`config.mk`:
```
export PLATFORM = sky130hd
export DESIGN_NAME = ddo_front
export DESIGN_NICKNAME = d
export VERILOG_FILES = /design/src/rtl/differential_drive_odometry_core_macros.svh /design/src/rtl/ddo_pkg.sv /design/src/rtl/ddo_front.sv
export SDC_FILE = /design/constraint.sdc
export NUM_CORES = 1
export LEC_CHECK = 0
export BUFFER_PORTS_ARGS = -buffer_cell sky130_fd_sc_hd__buf_2
export CORE_MARGIN = 8
export CORE_UTILIZATION = 31
export DETAILED_ROUTE_END_ITERATION = 16
export GPL_ROUTABILITY_DRIVEN = 0
export SETUP_SLACK_MARGIN = 0.15
export SYNTH_ARGS = -nofsm -noshare
export SYNTH_HDL_FRONTEND = slang
export SYNTH_SLANG_ARGS = --single-unit
export TNS_END_PERCENT = 1
```
`constraint.sdc`:
```
create_clock -name clock -period 5.5 [get_ports clock]
set_input_delay 0.275 -clock clock [delete_from_list [all_inputs] [get_ports clock]]
set_output_delay 0.275 -clock clock [all_outputs]
set_load 0.005 [all_outputs]
```
`src/rtl/differential_drive_odometry_core_macros.svh`:
```
// assertion helpers for the odometry core
`ifndef DIFFERENTIAL_DRIVE_ODOMETRY_CORE_MACROS_SVH
`define DIFFERENTIAL_DRIVE_ODOMETRY_CORE_MACROS_SVH

`ifndef NO_ASSERTIONS
`define DDO_ASSERT_IMPLIES(lbl, clk, rst, ante, cons, msg) \
   lbl: assert property (@(posedge clk) disable iff (rst) (ante) |-> (cons)) \
      else $error(msg);
`define DDO_ASSERT_NEXT(lbl, clk, rst, ante, cons, msg) \
   lbl: assert property (@(posedge clk) disable iff (rst) (ante) |=> (cons)) \
      else $error(msg);
`else
`define DDO_ASSERT_IMPLIES(lbl, clk, rst, ante, cons, msg)
`define DDO_ASSERT_NEXT(lbl, clk, rst, ante, cons, msg)
`endif

`endif

```
`src/rtl/ddo_pkg.sv`:
```
package ddo_pkg;

   localparam int FRAC_BITS       = 16;
   localparam int TRIG_ITERATIONS = 24;
   localparam int HEAD_SHIFT      = 2 * FRAC_BITS - 28;
   localparam int MOD_STEPS       = 30;

   localparam logic signed [30:0] PI_Q28      = 31'sd843314857;
   localparam logic [30:0]        TWO_PI_Q28  = 31'd1686629713;
   localparam logic signed [34:0] HALF_PI_Q30 = 35'sd1686629713;
   localparam logic signed [34:0] PI_Q30      = 35'sd3373259426;
   localparam logic signed [32:0] CORDIC_GAIN = 33'sd652032874;

   localparam logic [1:0] OP_SET_WHEELS = 2'd0;
   localparam logic [1:0] OP_SET_DRIVE  = 2'd1;
   localparam logic [1:0] OP_ADVANCE    = 2'd2;

   localparam logic [2:0] CSR_MAX_SPEED  = 3'd0;
   localparam logic [2:0] CSR_WHEEL_DIST = 3'd1;
   localparam logic [2:0] CSR_OFFSET_X   = 3'd2;
   localparam logic [2:0] CSR_OFFSET_Y   = 3'd3;
   localparam logic [2:0] CSR_TIME_STEP  = 3'd4;

   localparam logic [30:0] MAX_SPEED_RST  = 31'd6553600;
   localparam logic [30:0] WHEEL_DIST_RST = 31'd1310720;
   localparam logic [31:0] TIME_STEP_RST  = 32'd655;

   typedef struct packed {
      logic               set_wheels;
      logic               mix;
      logic               advance;
      logic signed [31:0] first;
      logic signed [31:0] second;
   } item_type;

   typedef struct packed {
      logic               done;
      logic signed [32:0] cos_val;
      logic signed [32:0] sin_val;
   } trig_type;

   typedef struct packed {
      logic               done;
      logic signed [31:0] quot;
   } quot_type;

   function automatic logic [29:0] atan_q30(input logic [4:0] idx);
      case (idx)
         5'd0:  return 30'd843314856;
         5'd1:  return 30'd497837829;
         5'd2:  return 30'd263043836;
         5'd3:  return 30'd133525158;
         5'd4:  return 30'd67021686;
         5'd5:  return 30'd33543515;
         5'd6:  return 30'd16775850;
         5'd7:  return 30'd8388437;
         5'd8:  return 30'd4194282;
         5'd9:  return 30'd2097149;
         5'd10: return 30'd1048575;
         5'd11: return 30'd524287;
         5'd12: return 30'd262143;
         5'd13: return 30'd131071;
         5'd14: return 30'd65535;
         5'd15: return 30'd32767;
         5'd16: return 30'd16383;
         5'd17: return 30'd8191;
         5'd18: return 30'd4095;
         5'd19: return 30'd2047;
         5'd20: return 30'd1023;
         5'd21: return 30'd511;
         5'd22: return 30'd255;
         5'd23: return 30'd127;
         5'd24: return 30'd63;
         5'd25: return 30'd31;
         5'd26: return 30'd15;
         5'd27: return 30'd7;
         5'd28: return 30'd3;
         5'd29: return 30'd1;
         default: return 30'd0;
      endcase
   endfunction

   function automatic logic signed [31:0] sat32(input logic signed [65:0] v);
      if (v > 66'sd2147483647) begin
         return 32'sh7fffffff;
      end else if (v < -66'sd2147483648) begin
         return 32'sh80000000;
      end else begin
         return v[31:0];
      end
   endfunction

   function automatic logic signed [31:0] clamp_speed(input logic signed [65:0] s,
                                                      input logic [30:0] m);
      logic signed [65:0] mx;
      logic signed [65:0] mn;
      mx = $signed({35'd0, m});
      mn = -mx;
      if (s > mx) begin
         return mx[31:0];
      end else if (s < mn) begin
         return mn[31:0];
      end else begin
         return s[31:0];
      end
   endfunction

endpackage

```
`src/rtl/ddo_front.sv`:
```
module ddo_front (
   input  logic               clock,
   input  logic               reset,
   input  logic               req_tvalid,
   output logic               req_tready,
   input  logic [63:0]        req_tdata,   // first_command, second_command
   input  logic [1:0]         req_tuser,   // operation
   output logic               item_valid,
   input  logic               item_ready,
   output ddo_pkg::item_type  item
);

   ddo_pkg::item_type entry_ff [2];
   ddo_pkg::item_type cls;
   logic              wr_ptr_ff;
   logic              rd_ptr_ff;
   logic [1:0]        count_ff;
   logic [1:0]        count_in;
   logic              push;
   logic              pop;

   always_comb begin
      cls            = '0;
      cls.first      = req_tdata[31:0];
      cls.second     = req_tdata[63:32];
      case (req_tuser)
         ddo_pkg::OP_SET_WHEELS: cls.set_wheels = 1'b1;
         ddo_pkg::OP_SET_DRIVE:  cls.mix        = 1'b1;
         ddo_pkg::OP_ADVANCE:    cls.advance    = 1'b1;
         default:                cls.advance    = 1'b0;  // unused code only reports
      endcase
   end

   assign req_tready = (count_ff != 2'd2);
   assign item_valid = (count_ff != 2'd0);
   assign item       = entry_ff[rd_ptr_ff];
   assign push       = req_tvalid && req_tready;
   assign pop        = item_valid && item_ready;

   always_comb begin
      case ({push, pop})
         2'b10:   count_in = count_ff + 2'd1;
         2'b01:   count_in = count_ff - 2'd1;
         default: count_in = count_ff;
      endcase
   end

   always_ff @(posedge clock) begin
      if (push) begin
         entry_ff[wr_ptr_ff] <= cls;
      end
   end

   always_ff @(posedge clock) begin
      if (reset) begin
         wr_ptr_ff <= 1'b0;
         rd_ptr_ff <= 1'b0;
         count_ff  <= 2'd0;
      end else begin
         if (push) wr_ptr_ff <= ~wr_ptr_ff;
         if (pop)  rd_ptr_ff <= ~rd_ptr_ff;
         count_ff <= count_in;
      end
   end

endmodule

```
## Word level (Yosys, flattened, before mapping)

Memory sizes are Yosys's and may differ from the RTL's. A register that Yosys moved wholly into a read port is not among the register bits.
Index checks and enable logic that the tools add are counted.
Widths: inputs -> output; s select.

| storage, ports and cells | value |
|---|---|
| register bits | 4 |
| bits in writable memories | 134 |
| bits of input ports | 70 |
| output and inout bits | 69 |
| logic and storage cells | 26 |
| memories kept | 1 |

Memory list:

| name | words | bits a word | rd ports | clocked after Yosys merged registers in | wr ports | RTL line | text |
|---|---|---|---|---|---|---|---|
| entry_ff | 2 | 67 | 1 | 1 | 1 | ddo_front.sv:13 | `ddo_pkg::item_type entry_ff [2];` |

| operators by class | value |
|---|---|
| add/subtract/negate cells | 2 |
| eq/ne operators | 5 |
| mux-type cells | 8 |
| bitwise gates (word level) | 2 |
| reductions and logical operators | 5 |

Operators by type and width:

| cell | number |
|---|---|
| $mux 1 | 7 |
| $eq 2x1->1 const B | 2 |
| $eq 2x2->1 const B | 2 |
| $pmux 2 s2 | 1 |
| $reduce_bool 2->1 | 2 |
| $add 2x1->2 const B | 1 |
| $logic_and 1x1->1 | 2 |
| $logic_not 2->1 | 1 |
| $ne 2x2->1 const B | 1 |
| $not 1->1 | 2 |
| $sub 2x1->2 const B | 1 |

## Depth between registers and ports, before layout

Gate-level depths: netlist (run 1).

| logic depth | value |
|---|---|
| depth in word-level cells | 4 |
| gate-level depth with buffers | 6 |
| gate-level depth less buffers | 6 |

## Least setup slack after synthesis (run 1)

Ideal clock, no wire load.

| timing path | value |
|---|---|
| path type | register to register |
| from | register count_ff[0] |
| to | memory entry_ff[1][0] (netlist bit), enable pin |
| setup time | 0.433 ns |
| data arrival time | 2.232 ns |
| required time | 5.067 ns |
| setup slack | 2.836 ns |
| cell stages (with the launch flop) | 3 |
| buffers on the path | 0 |
| period minus slack after synthesis | 2.664 ns |
| path through | dfxtp_1 -> nand2b_1 -> and3_1 |

| between the ends | value |
|---|---|
| longest elaborated chain between the ends | 4 |

Ends and longest elaborated chain:

| what | RTL line | text |
|---|---|---|
| from (decl) | ddo_front.sv:17 | `logic [1:0] count_ff;` |
| from (signal assigned) | ddo_front.sv:62 | `count_ff <= count_in;` |
| $ne 2x2->1 | ddo_front.sv:34 | `assign req_tready = (count_ff != 2'd2);` |
| named net req_tready | ddo_front.sv:5 | `output logic req_tready,` |
| $logic_and 1x1->1 | ddo_front.sv:37 | `assign push = req_tvalid && req_tready;` |
| $mux 1 | ddo_front.sv:49 | `if (push) begin` |
| $mux 1 (implied by the code) | ddo_front.sv:50 | `entry_ff[wr_ptr_ff] <= cls;` |
| to (decl) | ddo_front.sv:13 |  |

The timed path passes the listed nets, and every way through them passes these cells.

## Final worst setup path (run 1)

| timing path | value |
|---|---|
| from | register count_ff[0] |
| to | memory entry_ff[0][26] (netlist bit), enable pin |

| between the ends | value |
|---|---|
| longest elaborated chain between the ends | 4 |

Ends and longest elaborated chain:

| what | RTL line |
|---|---|
| $ne 2x2->1 | ddo_front.sv:34 |
| $logic_and 1x1->1 | ddo_front.sv:37 |
| $mux 1 | ddo_front.sv:49 |
| $mux 1 (implied by the code) | ddo_front.sv:50 |

No other way between the ends.

==> out/results.md, run 1 <==
### Pwr
• 44.1% — proportion of power drawn by flip-flops and latches
• 0.002455 µW — Static Leakage
• 3288 µW — Overall Power
• 18.5% — Combinational Power Share
• 2497 µW — internal power
• 495.4 nW/µm² — power per unit of standard cell area
• 24.06% — net switching fraction of the power
• 791.2 µW — net switching power
• 37.4% — clock power share
• 0.2982 mV — maximum vdd ir drop

### STA
• 35.47% — max-slew headroom at the worst pin
• 442.2 MHz — Max Fclk
• 0 ps — Setup TNS
• 46.17 ps — final hold slack
• 0 — Setup Viol. Count Final
• 0 — number of pins with negative max-slew slack in the final report
• 41.12% — Period Utilization, post-route
• 967.9 ps — Slew @ Worst Pin
• 0 — count of final hold-check violations
• 3239 ps — Worst Slack Setup Final
• 10.63 ps — clock skew
• 2261 ps — minimum clock period
• false — unrepaired setup endpoints after global routing

### Synthesis
• 0 — Synthesis Warnings
• 21.53 µm² — average footprint of a synthesized cell
• 235 — number of cells produced by synthesis
• 81.50% — share of the yosys chip area belonging to registers
• 306 — Net Count, Synth
• sky130_fd_sc_hd__edfxtp_1 (134), sky130_fd_sc_hd__mux2_2 (67), sky130_fd_sc_hd__dfxtp_1 (5), sky130_fd_sc_hd__buf_2 (4), sky130_fd_sc_hd__nor2_1 (4) — list of most frequent post-synthesis cells
• sky130_fd_sc_hd__edfxtp_1 — cell type with the largest total area after synthesis
• 0% — fraction of synthesis flops using an asynchronous set or reset pin
• sky130_fd_sc_hd__edfxtp_1 — most frequently used cell type in the post-synthesis netlist
• sky130_fd_sc_hd__edfxtp_1 (80%), sky130_fd_sc_hd__mux2_2 (15%), sky130_fd_sc_hd__dfxtp_1 (2.0%) — largest cells by area after synthesis
• 79.53% — area share of the leading cell type in the synthesized netlist
• sky130_fd_sc_hd__edfxtp_1 — Main synth FF type
• 5060 µm² — post-synthesis instance area
• 134 — Post-synth EDFFs
• 139 — FF+latch count, synth
• 21 — Yosys cell types

### Worst setup path
• 34 — largest fanout on the critical path
• sky130_fd_sc_hd__inv_2 — Worst path slowest cell
• 5560 ps — required time at the endpoint of the critical path
• 590 ps — slowest cell delay on critical path
• 2320 ps — worst endpoint data arrival time
• nand2b_1 > nand3b_1 > inv_2 > buf_4 — cell chain of the critical path
• flop — CP endpoint kind
• flop — Startpoint Class
• 2 — buffers and inverters on the worst path
• buffers and inverters — largest delay contributor family on the critical path
• flop to flop — type of the setup path with the least slack

### CTS
• 0 — Hold Buf Count CTS
• 0 — number of buffers inserted to repair setup after CTS
• 4 — number of levels in the clock H-tree
• 2 — buffer depth of the longest clock path
• 0 — number of gates resized after CTS
• built — clock tree from TritonCTS
• 17 — CTS Buf Count
• 60 ps — clock transition at the register clock pins on the worst setup and hold paths after CTS
• sky130_fd_sc_hd__clkbuf_16 — Root Buffer Master
• 139 — Num Clock Sinks
• 410 ps — insertion delay of the later-clocked pin in the worst-skew pair

### Floorplanning
• 143.8 µm — Die Y-Extent
• 143.8 µm — floorplan die width
• 46 — Placement Rows
• 15940 µm² — area of the placeable core
• 31.74% — initial core utilization
• 139 — Boundary Pins
• 20670 µm² — floorplan die area

### Finish
• 894.6 µm² — area used by multi-input combinational logic
• 4128 µm² — FF/Latch Area
• 615 — post-route non-filler standard cell count
• 60.40% — ratio of cells with drive above 1 in the final layout
• 457 — nets
• 1453 — Layout fillers
• 0 — antenna cells
• 31.18% — signed area change from the synthesized netlist to the final layout

### Drt
• 0 — remaining design rule violation count
• 4.289 — post-detailed-route via-to-cell ratio
• 0 — number of antenna-violating nets in the routed design
• 2638 — via count of the routed design
• 87 — initial DRC count
• 4 — Pre-Repair DR Iteration Count
• 10090 µm — final wirelength
• 16.40 µm — post-detailed-route wirelength per cell

### Global routing
• 3068 — number of global-route vias before repair
• 15430 µm — first-pass GRT wire length
• 10.18% — combined global-route utilization of all metal layers
• 0 — overall overflow remaining after global route
• 1 — initial antenna violation count
• 68 — pin count of the biggest net entering global routing

### Job
• 0 — max-cap violations

### Placement
• 583 — placed insts
• 3157 ps — worst slack at placement
• 138 — quantity of I/O buffers inserted on ports
• 6598 µm — DP Wirelength

### Outcome
• finished clean — status

### Min path
• input pin to flop — Min-Delay Path Class

[stage by stage]
| step | area [µm²] | util, % |
|---|---|---|
| after global routing | 6638 | 41.63 |
| after CTS | 6638 | 41.63 |
| after detailed placement | 5995 | 37.60 |
| final | 6638 | 41.63 |
| after floorplan | 5060 | - |
| after global placement | 5995 | 37.60 |
[worst paths after layout]
kind | slack (ps) | startpoint | endpoint | cells after the start
max | 3240 | count_ff[0] | entry_ff[0][26] | 4
min | 50 | req_tdata[50] | entry_ff[1][18] | 1
max reg2reg | 3240 | count_ff[0] | entry_ff[0][26] | 4
min reg2reg | 520 | rd_ptr_ff | flop | 2
[power by group through the flow]
| stage | registers (µW) | logic [µW] | clock network [µW] |
|---|---|---|---|
| floorplan | 1390 | 415 | 0 |
| global placement | 1470 | 621 | 0 |
| detailed placement | 1480 | 626 | 0 |
| CTS | 1460 | 631 | 1270 |
| global route | 1480 | 669 | 1300 |
| finish | 1450 | 608 | 1230 |
[cell usage in the layout, fill, tap and decap left out, types with 2 or more instances in the layout]
| master | n |
|---|---|
| sky130_fd_sc_hd__dfxtp_1 | 4 |
| sky130_fd_sc_hd__clkbuf_16 | 17 |
| sky130_fd_sc_hd__nor2_1 | 4 |
| sky130_fd_sc_hd__nor2b_1 | 2 |
| sky130_fd_sc_hd__xnor2_1 | 2 |
| sky130_fd_sc_hd__clkinv_2 | 3 |
| sky130_fd_sc_hd__buf_2 | 138 |
| sky130_fd_sc_hd__bufinv_16 | 5 |
| sky130_fd_sc_hd__a21oi_1 | 2 |
| sky130_fd_sc_hd__mux2_2 | 67 |
| sky130_fd_sc_hd__clkbuf_1 | 2 |
| sky130_fd_sc_hd__edfxtp_1 | 134 |
| sky130_fd_sc_hd__clkinvlp_4 | 3 |
[sequential cells by signal, indices dropped and copies added (netlist names), named ones only]
signal and count:
entry_ff 134, count_ff 2, rd_ptr_ff 1, wr_ptr_ff 1
[routing by layer]
| metal | track usage [%] | wire, µm |
|---|---|---|
| met3 | 5.674 | 931 |
| met4 | 4.704 | 174 |
| met1 | 9.810 | 3793 |
| met5 | 0 | 13 |
| met2 | 17.45 | 5172 |
[cell type report]
| type | count | area share [%] |
|---|---|---|
| multi-input cells | 88 | 13.48 |
| clock inverters | 12 | 2.959 |
| well taps | 216 | 4.072 |
| clock buffers | 20 | 6.729 |
| repair buffers | 139 | 10.52 |
| flip-flops and latches | 139 | 62.19 |
| inverters | 1 | 0.05655 |
[worst register-to-register path, delay by kind of cell, from the launching register on]
family	cells	cell delay, ps
flip-flops	1	410
buffers and inverters	2	1130
AND/OR/NAND/NOR	2	340
[cells by family (layout without fill, tap and decap cells)]
group / Yosys count / in the layout / share of synthesized area [%]
compound gates: 5 / 5 / 0.6429
xor+xnor: 3 / 3 / 0.5194
fa+ha+maj: 1 / 1 / 0.2472
buf+inv: 8 / 172 / 0.9148
flops: 139 / 139 / 81.50
mux: 67 / 67 / 14.91
simple gates: 12 / 12 / 1.261
Note: power is estimated with default switching activity, not from simulation.
==> run 2: changes to the inputs <==
- clock period: 5.5 -> 2.34 ns (I/O delays scaled with it)
==> run 2 against run 1 <==
  * Total power grew 140%
  * Largest power group unchanged
  * Worst setup slack lost 2900 ps
  * Cell count is 11% higher
  * Cell area is 11% higher
  * Sequential power rose by 130%
  * Critical path type is now flop to output pin
  * Sequential share of layout area is 6.1 points lower
  * Largest cell class unchanged
  * Sequential cell count stayed put
==> out/results.md, run 2 (synthesized netlist as in run 1, its figures left out) <==
### Outcome
• finished clean — status, unchanged

### Pwr
• 1078 nW/µm² — power per unit of standard cell area, was 495.4 nW/µm²
• 1880 µW — net switching power, was 791.2 µW
• 41.7% — proportion of power drawn by flip-flops and latches, was 44.1%
• 0.5470 mV — maximum vdd ir drop, was 0.2982 mV
• 0.002765 µW — Static Leakage, was 0.002455 µW
• 37.3% — clock power share, was 37.4%
• 21.0% — Combinational Power Share, was 18.5%
• 23.70% — net switching fraction of the power, was 24.06%
• 6053 µW — internal power, was 2497 µW

### Global routing
• 0 — initial antenna violation count, was 1
• 3150 — number of global-route vias before repair, was 3068
• 10.39% — combined global-route utilization of all metal layers, was 10.18%
• 16000 µm — first-pass GRT wire length, was 15430 µm
• 43 — pin count of the biggest net entering global routing, was 68
• 0 — overall overflow remaining after global route, unchanged

### STA
• 84.97% — Period Utilization, post-route
• 32.02 ps — final hold slack, was 46.17 ps
• 0 — number of pins with negative max-slew slack in the final report, unchanged
• 0 — count of final hold-check violations, unchanged
• 5.948 ps — clock skew, was 10.63 ps
• false — unrepaired setup endpoints after global routing, unchanged
• 351.6 ps — Worst Slack Setup Final, was 3239 ps
• 502.9 MHz — Max Fclk
• 0 — Setup Viol. Count Final, unchanged
• 72.01% — max-slew headroom at the worst pin, was 35.47%
• 1988 ps — minimum clock period
• 0 ps — Setup TNS, unchanged
• 419.9 ps — Slew @ Worst Pin, was 967.9 ps

### Finish
• 0 — antenna cells, unchanged
• 683 — post-route non-filler standard cell count, was 615
• 1398 — Layout fillers, was 1453
• sky130_fd_sc_hd__buf_2 — leading cell type in the layout, fill and taps excluded, unchanged
• 45.43% — signed area change from the synthesized netlist to the final layout, was 31.18%
• entry_ff: 134 flops, count_ff: 2 flops — top flop regs, unchanged
• 4128 µm² — FF/Latch Area, unchanged
• entry_ff — Most flops, register, unchanged
• 134 — max FFs per register, unchanged
• 7358 µm² — final design area excluding fillers, was 6638 µm²
• 52.03% — ratio of cells with drive above 1 in the final layout, was 60.40%
• 894.6 µm² — area used by multi-input combinational logic, unchanged
• 525 — nets, was 457
• sky130_fd_sc_hd__buf_2 (138), sky130_fd_sc_hd__edfxtp_1 (134), sky130_fd_sc_hd__mux2_2 (67), sky130_fd_sc_hd__dlygate4sd3_1 (65), sky130_fd_sc_hd__clkbuf_16 (17) — most frequent cells in the layout, was sky130_fd_sc_hd__buf_2 (138), sky130_fd_sc_hd__edfxtp_1 (134), sky130_fd_sc_hd__mux2_2 (67), sky130_fd_sc_hd__clkbuf_16 (17), sky130_fd_sc_hd__bufinv_16 (5)

### Worst setup path
• buf_12 > mux2_2 > buf_2 — cell chain of the critical path, was nand2b_1 > nand3b_1 > inv_2 > buf_4
• flop to output pin — type of the setup path with the least slack, was flop to flop
• 39 — largest fanout on the critical path, was 34
• 2 — buffers and inverters on the worst path, unchanged
• output pin — CP endpoint kind, was flop
• 2220 ps — required time at the endpoint of the critical path, was 5560 ps
• entry_ff[1][29] — Critical R2R Capture, was entry_ff[0][26]
• 1870 ps — worst endpoint data arrival time, was 2320 ps
• 580 ps — R2R setup slack, was 3240 ps
• count_ff[0] — Crit Reg-Reg Startpoint, unchanged
• 620 ps — slowest cell delay on critical path, was 590 ps
• flip-flops — largest delay contributor family on the critical path, was buffers and inverters
• 3 — R2R depth, was 4
• flop — Startpoint Class, unchanged
• sky130_fd_sc_hd__dfxtp_4 — Worst path slowest cell, was sky130_fd_sc_hd__inv_2

### Placement
• 138 — quantity of I/O buffers inserted on ports, unchanged
• 538.6 ps — worst slack at placement, was 3157 ps
• 6055 µm² — Cell Area, Placed, was 5995 µm²
• 586 — placed insts, was 583
• 6728 µm — DP Wirelength, was 6598 µm

### Drt
• 4.180 — post-detailed-route via-to-cell ratio, was 4.289
• 0 — number of antenna-violating nets in the routed design, unchanged
• 10570 µm — final wirelength, was 10090 µm
• 15.48 µm — post-detailed-route wirelength per cell, was 16.40 µm
• 4 — Pre-Repair DR Iteration Count, unchanged
• 0 — remaining design rule violation count, unchanged
• 2855 — via count of the routed design, was 2638
• 152 — initial DRC count, was 87

### Floorplanning
• 143.8 µm — Die Y-Extent, unchanged
• 20670 µm² — floorplan die area, unchanged
• 31.74% — initial core utilization, unchanged
• 15940 µm² — area of the placeable core, unchanged
• 143.8 µm — floorplan die width, unchanged
• 46 — Placement Rows, unchanged
• 139 — Boundary Pins, unchanged

### Min path
• input pin to flop — Min-Delay Path Class, unchanged
• 2 — hold path depth, was 1
• req_tuser[1] — beginning of the worst hold path, was req_tdata[50]
• entry_ff[1][66] — Hold Crit Endpoint, was entry_ff[1][18]

### CTS
• 17 — CTS Buf Count, unchanged
• 139 — Num Clock Sinks, unchanged
• 4 — number of levels in the clock H-tree, unchanged
• 2 — buffer depth of the longest clock path, unchanged
• built — clock tree from TritonCTS, unchanged
• sky130_fd_sc_hd__clkbuf_16 — Root Buffer Master, unchanged
• 410 ps — insertion delay of the later-clocked pin in the worst-skew pair, about the same
• 60 ps — clock transition at the register clock pins on the worst setup and hold paths after CTS, about the same

### Job
• 0 — max-cap violations, unchanged

==> run 2: changes by cell type in the layout (fill, tap and decap cells not counted) <==
cell,before,now
sky130_fd_sc_hd__inv_6,0,1
sky130_fd_sc_hd__dlygate4sd3_1,0,65
sky130_fd_sc_hd__buf_12,0,3
sky130_fd_sc_hd__clkinv_4,1,0
sky130_fd_sc_hd__clkinv_1,0,2
sky130_fd_sc_hd__clkbuf_1,2,1
sky130_fd_sc_hd__clkinvlp_4,3,1
sky130_fd_sc_hd__clkbuf_8,1,0
sky130_fd_sc_hd__clkinv_2,3,4
sky130_fd_sc_hd__bufinv_16,5,6
==> run 2: worst max-delay path by stage <==
stage | from | to | slack [ps] | cells past startpoint
final | flop | item[60] | 350 | 3
after global routing | flop | item[60] | 240 | 3
after CTS | flop | item[60] | 290 | 3
after detailed placement | count_ff[0] | entry_ff[1][29] | 540 | 3
after global placement | count_ff[0] | entry_ff[1][30] | 600 | 3
after floorplan | count_ff[0] | entry_ff[0][0] | -80 | 3
==> run 2: metal layers <==
metal | routed length (µm) | track usage, % | vias up
li1 | - | - | 1367
met1 | 4335 | 11.32 | 1377
met2 | 5290 | 17.28 | 96
met3 | 775 | 4.678 | 15
met4 | 169 | 4.317 | 0
met5 | 0 | 0 | -
==> run 2: cell type report <==
cell class	count	share of cell area, %
clock buffer	18	5.832
clock inverter	14	3.044
timing repair buffer	207	19.15
sequential	139	56.10
inverter	1	0.05101
tap	216	3.673
multi-input combinational	88	12.16
==> run 2: power groups by stage <==
| stage | clock network [µW] | registers, µW | logic (µW) |
|---|---|---|---|
| 3_3_place_gp | 0 | 3350 | 1610 |
| 2_1_floorplan | 0 | 3270 | 976 |
| 4_1_cts | 3020 | 3320 | 1720 |
| 5_1_grt | 3110 | 3350 | 1830 |
| 6_report | 2960 | 3310 | 1670 |
| 3_5_place_dp | 0 | 3370 | 1630 |
==> run 2: metrics by stage <==
stage	utilization (%)	total power, µW
floorplan	-	4248
global placement	37.98	4966
detailed placement	37.98	4999
CTS	46.15	8058
global route	46.15	8299
finish	46.15	7934
==> run 2: timing repair <==
item	in CTS	in global routing
hold buffers	65	0
buffers inserted	0	0
endpoints found under the hold margin	133	0
gates resized for setup	0	0
==> run 2: worst reg2reg max path, cell delays in order, from the launching register on <==
cell and delay [ps]:
sky130_fd_sc_hd__dfxtp_1 410, sky130_fd_sc_hd__nand2b_1 220, sky130_fd_sc_hd__and3_4 480, sky130_fd_sc_hd__buf_12 310
==> run 3: changes to the inputs <==
- clock period: 2.34 -> 1.7 ns (I/O delays scaled with it)
==> run 3 against run 2 <==
  * Sequential cell count is the same
  * Wire length up 9.9%
  * First-iteration DRC count is 28% lower
  * Register-to-register slack lost 380 ps
  * Sequential share of layout area shrank 3.5 points
  * Via count is 6.1% higher
  * Critical endpoint is now item[38]
  * Largest cell class unchanged
==> out/results.md, run 3 (synthesized netlist as in run 1, its figures left out) <==
### Worst setup path
• count_ff[1] — Critical R2R Capture, was entry_ff[1][29]
• buffers and inverters — largest delay contributor family on the critical path, was flip-flops
• count_ff[1] — Crit Reg-Reg Startpoint, was count_ff[0]
• 6 — largest fanout on the critical path, was 39
• flop — Startpoint Class, unchanged
• 200 ps — R2R setup slack, was 580 ps
• 3 — buffers and inverters on the worst path, was 2
• 1530 ps — worst endpoint data arrival time, was 1870 ps
• buf_12 > clkbuf_16 > mux2_4 > buf_6 — cell chain of the critical path, was buf_12 > mux2_2 > buf_2
• 1620 ps — required time at the endpoint of the critical path, was 2220 ps
• flop to output pin — type of the setup path with the least slack, unchanged
• sky130_fd_sc_hd__dfxtp_4 — Worst path slowest cell, unchanged
• output pin — CP endpoint kind, unchanged
• 380 ps — slowest cell delay on critical path, was 620 ps
• 4 — R2R depth, was 3

### Global routing
• 3402 — number of global-route vias before repair, was 3150
• 11.27% — combined global-route utilization of all metal layers, was 10.39%
• 0 — initial antenna violation count, unchanged
• 17150 µm — first-pass GRT wire length, was 16000 µm
• 51 — pin count of the biggest net entering global routing, was 43
• 0 — overall overflow remaining after global route, unchanged

### Job
• 0 — max-cap violations, unchanged

### CTS
• built — clock tree from TritonCTS, unchanged
• sky130_fd_sc_hd__clkbuf_16 — Root Buffer Master, unchanged
• 50 ps — clock transition at the register clock pins on the worst setup and hold paths after CTS, was 60 ps
• 139 — Num Clock Sinks, unchanged
• 410 ps — insertion delay of the later-clocked pin in the worst-skew pair, about the same
• 2 — buffer depth of the longest clock path, unchanged
• 17 — CTS Buf Count, unchanged
• 4 — number of levels in the clock H-tree, unchanged

### Pwr
• 8404 µW — internal power, was 6053 µW
• 2781 µW — net switching power, was 1880 µW
• 1425 nW/µm² — power per unit of standard cell area, was 1078 nW/µm²
• 31.9% — Combinational Power Share, was 21.0%
• 24.86% — net switching fraction of the power, was 23.70%
• 40.2% — proportion of power drawn by flip-flops and latches, was 41.7%
• 0.6915 mV — maximum vdd ir drop, was 0.5470 mV
• 27.9% — clock power share, was 37.3%
• 0.003042 µW — Static Leakage, was 0.002765 µW

### STA
• 0 — count of final hold-check violations, unchanged
• 0 — number of pins with negative max-slew slack in the final report, unchanged
• 5.526 ps — clock skew, was 5.948 ps
• 94.93% — Period Utilization, post-route
• 619.7 MHz — Max Fclk
• 0 ps — Setup TNS, unchanged
• 1614 ps — minimum clock period
• 0 — Setup Viol. Count Final, unchanged
• true — unrepaired setup endpoints after global routing, was false
• 86.21 ps — Worst Slack Setup Final, was 351.6 ps
• 78.18% — max-slew headroom at the worst pin, was 72.01%
• 105.7 ps — final hold slack, was 32.02 ps
• 327.3 ps — Slew @ Worst Pin, was 419.9 ps

### Placement
• 138 — quantity of I/O buffers inserted on ports, unchanged
• 590 — placed insts, was 586
• 7022 µm — DP Wirelength, was 6728 µm
• 232.1 ps — worst slack at placement, was 538.6 ps

### Finish
• 55.12% — signed area change from the synthesized netlist to the final layout, was 45.43%
• 705 — post-route non-filler standard cell count, was 683
• sky130_fd_sc_hd__edfxtp_1 — leading cell type in the layout, fill and taps excluded, was sky130_fd_sc_hd__buf_2
• sky130_fd_sc_hd__edfxtp_1 (134), sky130_fd_sc_hd__buf_2 (118), sky130_fd_sc_hd__dlygate4sd3_1 (69), sky130_fd_sc_hd__mux2_4 (45), sky130_fd_sc_hd__mux2_2 (22) — most frequent cells in the layout, was sky130_fd_sc_hd__buf_2 (138), sky130_fd_sc_hd__edfxtp_1 (134), sky130_fd_sc_hd__mux2_2 (67), sky130_fd_sc_hd__dlygate4sd3_1 (65), sky130_fd_sc_hd__clkbuf_16 (17)
• 52.05% — ratio of cells with drive above 1 in the final layout, was 52.03%
• 134 — max FFs per register, unchanged
• entry_ff — Most flops, register, unchanged
• entry_ff: 134 flops, count_ff: 2 flops — top flop regs, unchanged
• 546 — nets, was 525

### Floorplanning
• 139 — Boundary Pins, unchanged
• 46 — Placement Rows, unchanged
• 143.8 µm — Die Y-Extent, unchanged
• 20670 µm² — floorplan die area, unchanged
• 31.74% — initial core utilization, unchanged
• 15940 µm² — area of the placeable core, unchanged
• 143.8 µm — floorplan die width, unchanged

### Drt
• 16.48 µm — post-detailed-route wirelength per cell, was 15.48 µm
• 11620 µm — final wirelength, was 10570 µm
• 0 — number of antenna-violating nets in the routed design, unchanged
• 3030 — via count of the routed design, was 2855
• 4 — Pre-Repair DR Iteration Count, unchanged
• 4.298 — post-detailed-route via-to-cell ratio, was 4.180
• 110 — initial DRC count, was 152
• 0 — remaining design rule violation count, unchanged

### Outcome
• finished clean — status, unchanged

### Min path
• 4 — hold path depth, was 2
• rd_ptr_ff — Hold Crit Endpoint, was entry_ff[1][66]
• item_ready — beginning of the worst hold path, was req_tuser[1]
• input pin to flop — Min-Delay Path Class, unchanged

-- run 3: changes by cell type in the layout (fill, tap and decap cells not counted), sizes merged --
cell / change
buf: +15
bufinv: -6
clkbuf: +11
clkinv: -1
diode: +1
dlygate4sd3: +4
inv: -2
-- run 3: power groups by stage --
| stage | clock network, µW | registers, µW | logic [µW] |
|---|---|---|---|
| floorplan | 0 | 4500 | 1360 |
| global route | 3370 | 4540 | 3840 |
| detailed placement | 0 | 4620 | 2380 |
| finish | 3130 | 4490 | 3570 |
| CTS | 3230 | 4480 | 2970 |
| global placement | 0 | 4590 | 2360 |
-- run 3: layer usage --
metal,global-route usage [%],share of wire (%)
met5,0,0
met4,4.206,1.5
met3,4.944,6.7
met2,19.87,52
met1,11.60,40
-- run 3: worst register-to-register path, delay by kind of cell (launching register included) --
kind                       cells  cell delay (ps)
AOI/OAI and AO/OA              2              380
and+or+nand+nor                1              350
adders and majority gates      1              340
DFF                            1              360
-- run 3: what timing repair did --
action | CTS | global route
cloned | 3 | 2
gates resized for setup | 5 | 74
endpoints found under the setup margin | 67 | 68
hold buffers | 69 | 0
buffers inserted | 7 | 1
endpoints found under the hold margin | 139 | 0
-- run 3: cell type report --
class | count | area (µm²)
well taps | 216 | 270.3
inverters | 1 | 7.507
clock inverters | 5 | 22.52
diodes | 1 | 2.502
flip-flops and latches | 139 | 4129
multi-input cells | 88 | 1071
fillers | 1351 | 8094
repair buffers | 228 | 1873
clock buffers | 27 | 473.0
-- run 3: worst max-delay path by stage --
stage	end	cells past startpoint	from
2_1_floorplan	entry_ff[0][0]	3	count_ff[0]
3_3_place_gp	count_ff[1]	4	count_ff[1]
3_5_place_dp	count_ff[1]	4	count_ff[1]
4_1_cts	item[66]	4	flop
5_1_grt	item[47]	4	flop
6_report	item[38]	4	flop
-- run 3: metrics by stage --
| stage | power, µW | area (µm²) | utilization (%) |
|---|---|---|---|
| after floorplan | 5866 | 5074 | - |
| after global placement | 6958 | 6122 | 38.40 |
| after detailed placement | 7007 | 6122 | 38.40 |
| after CTS | 10690 | 7472 | 46.87 |
| after global routing | 11740 | 7846 | 49.22 |
| final | 11190 | 7849 | 49.23 |
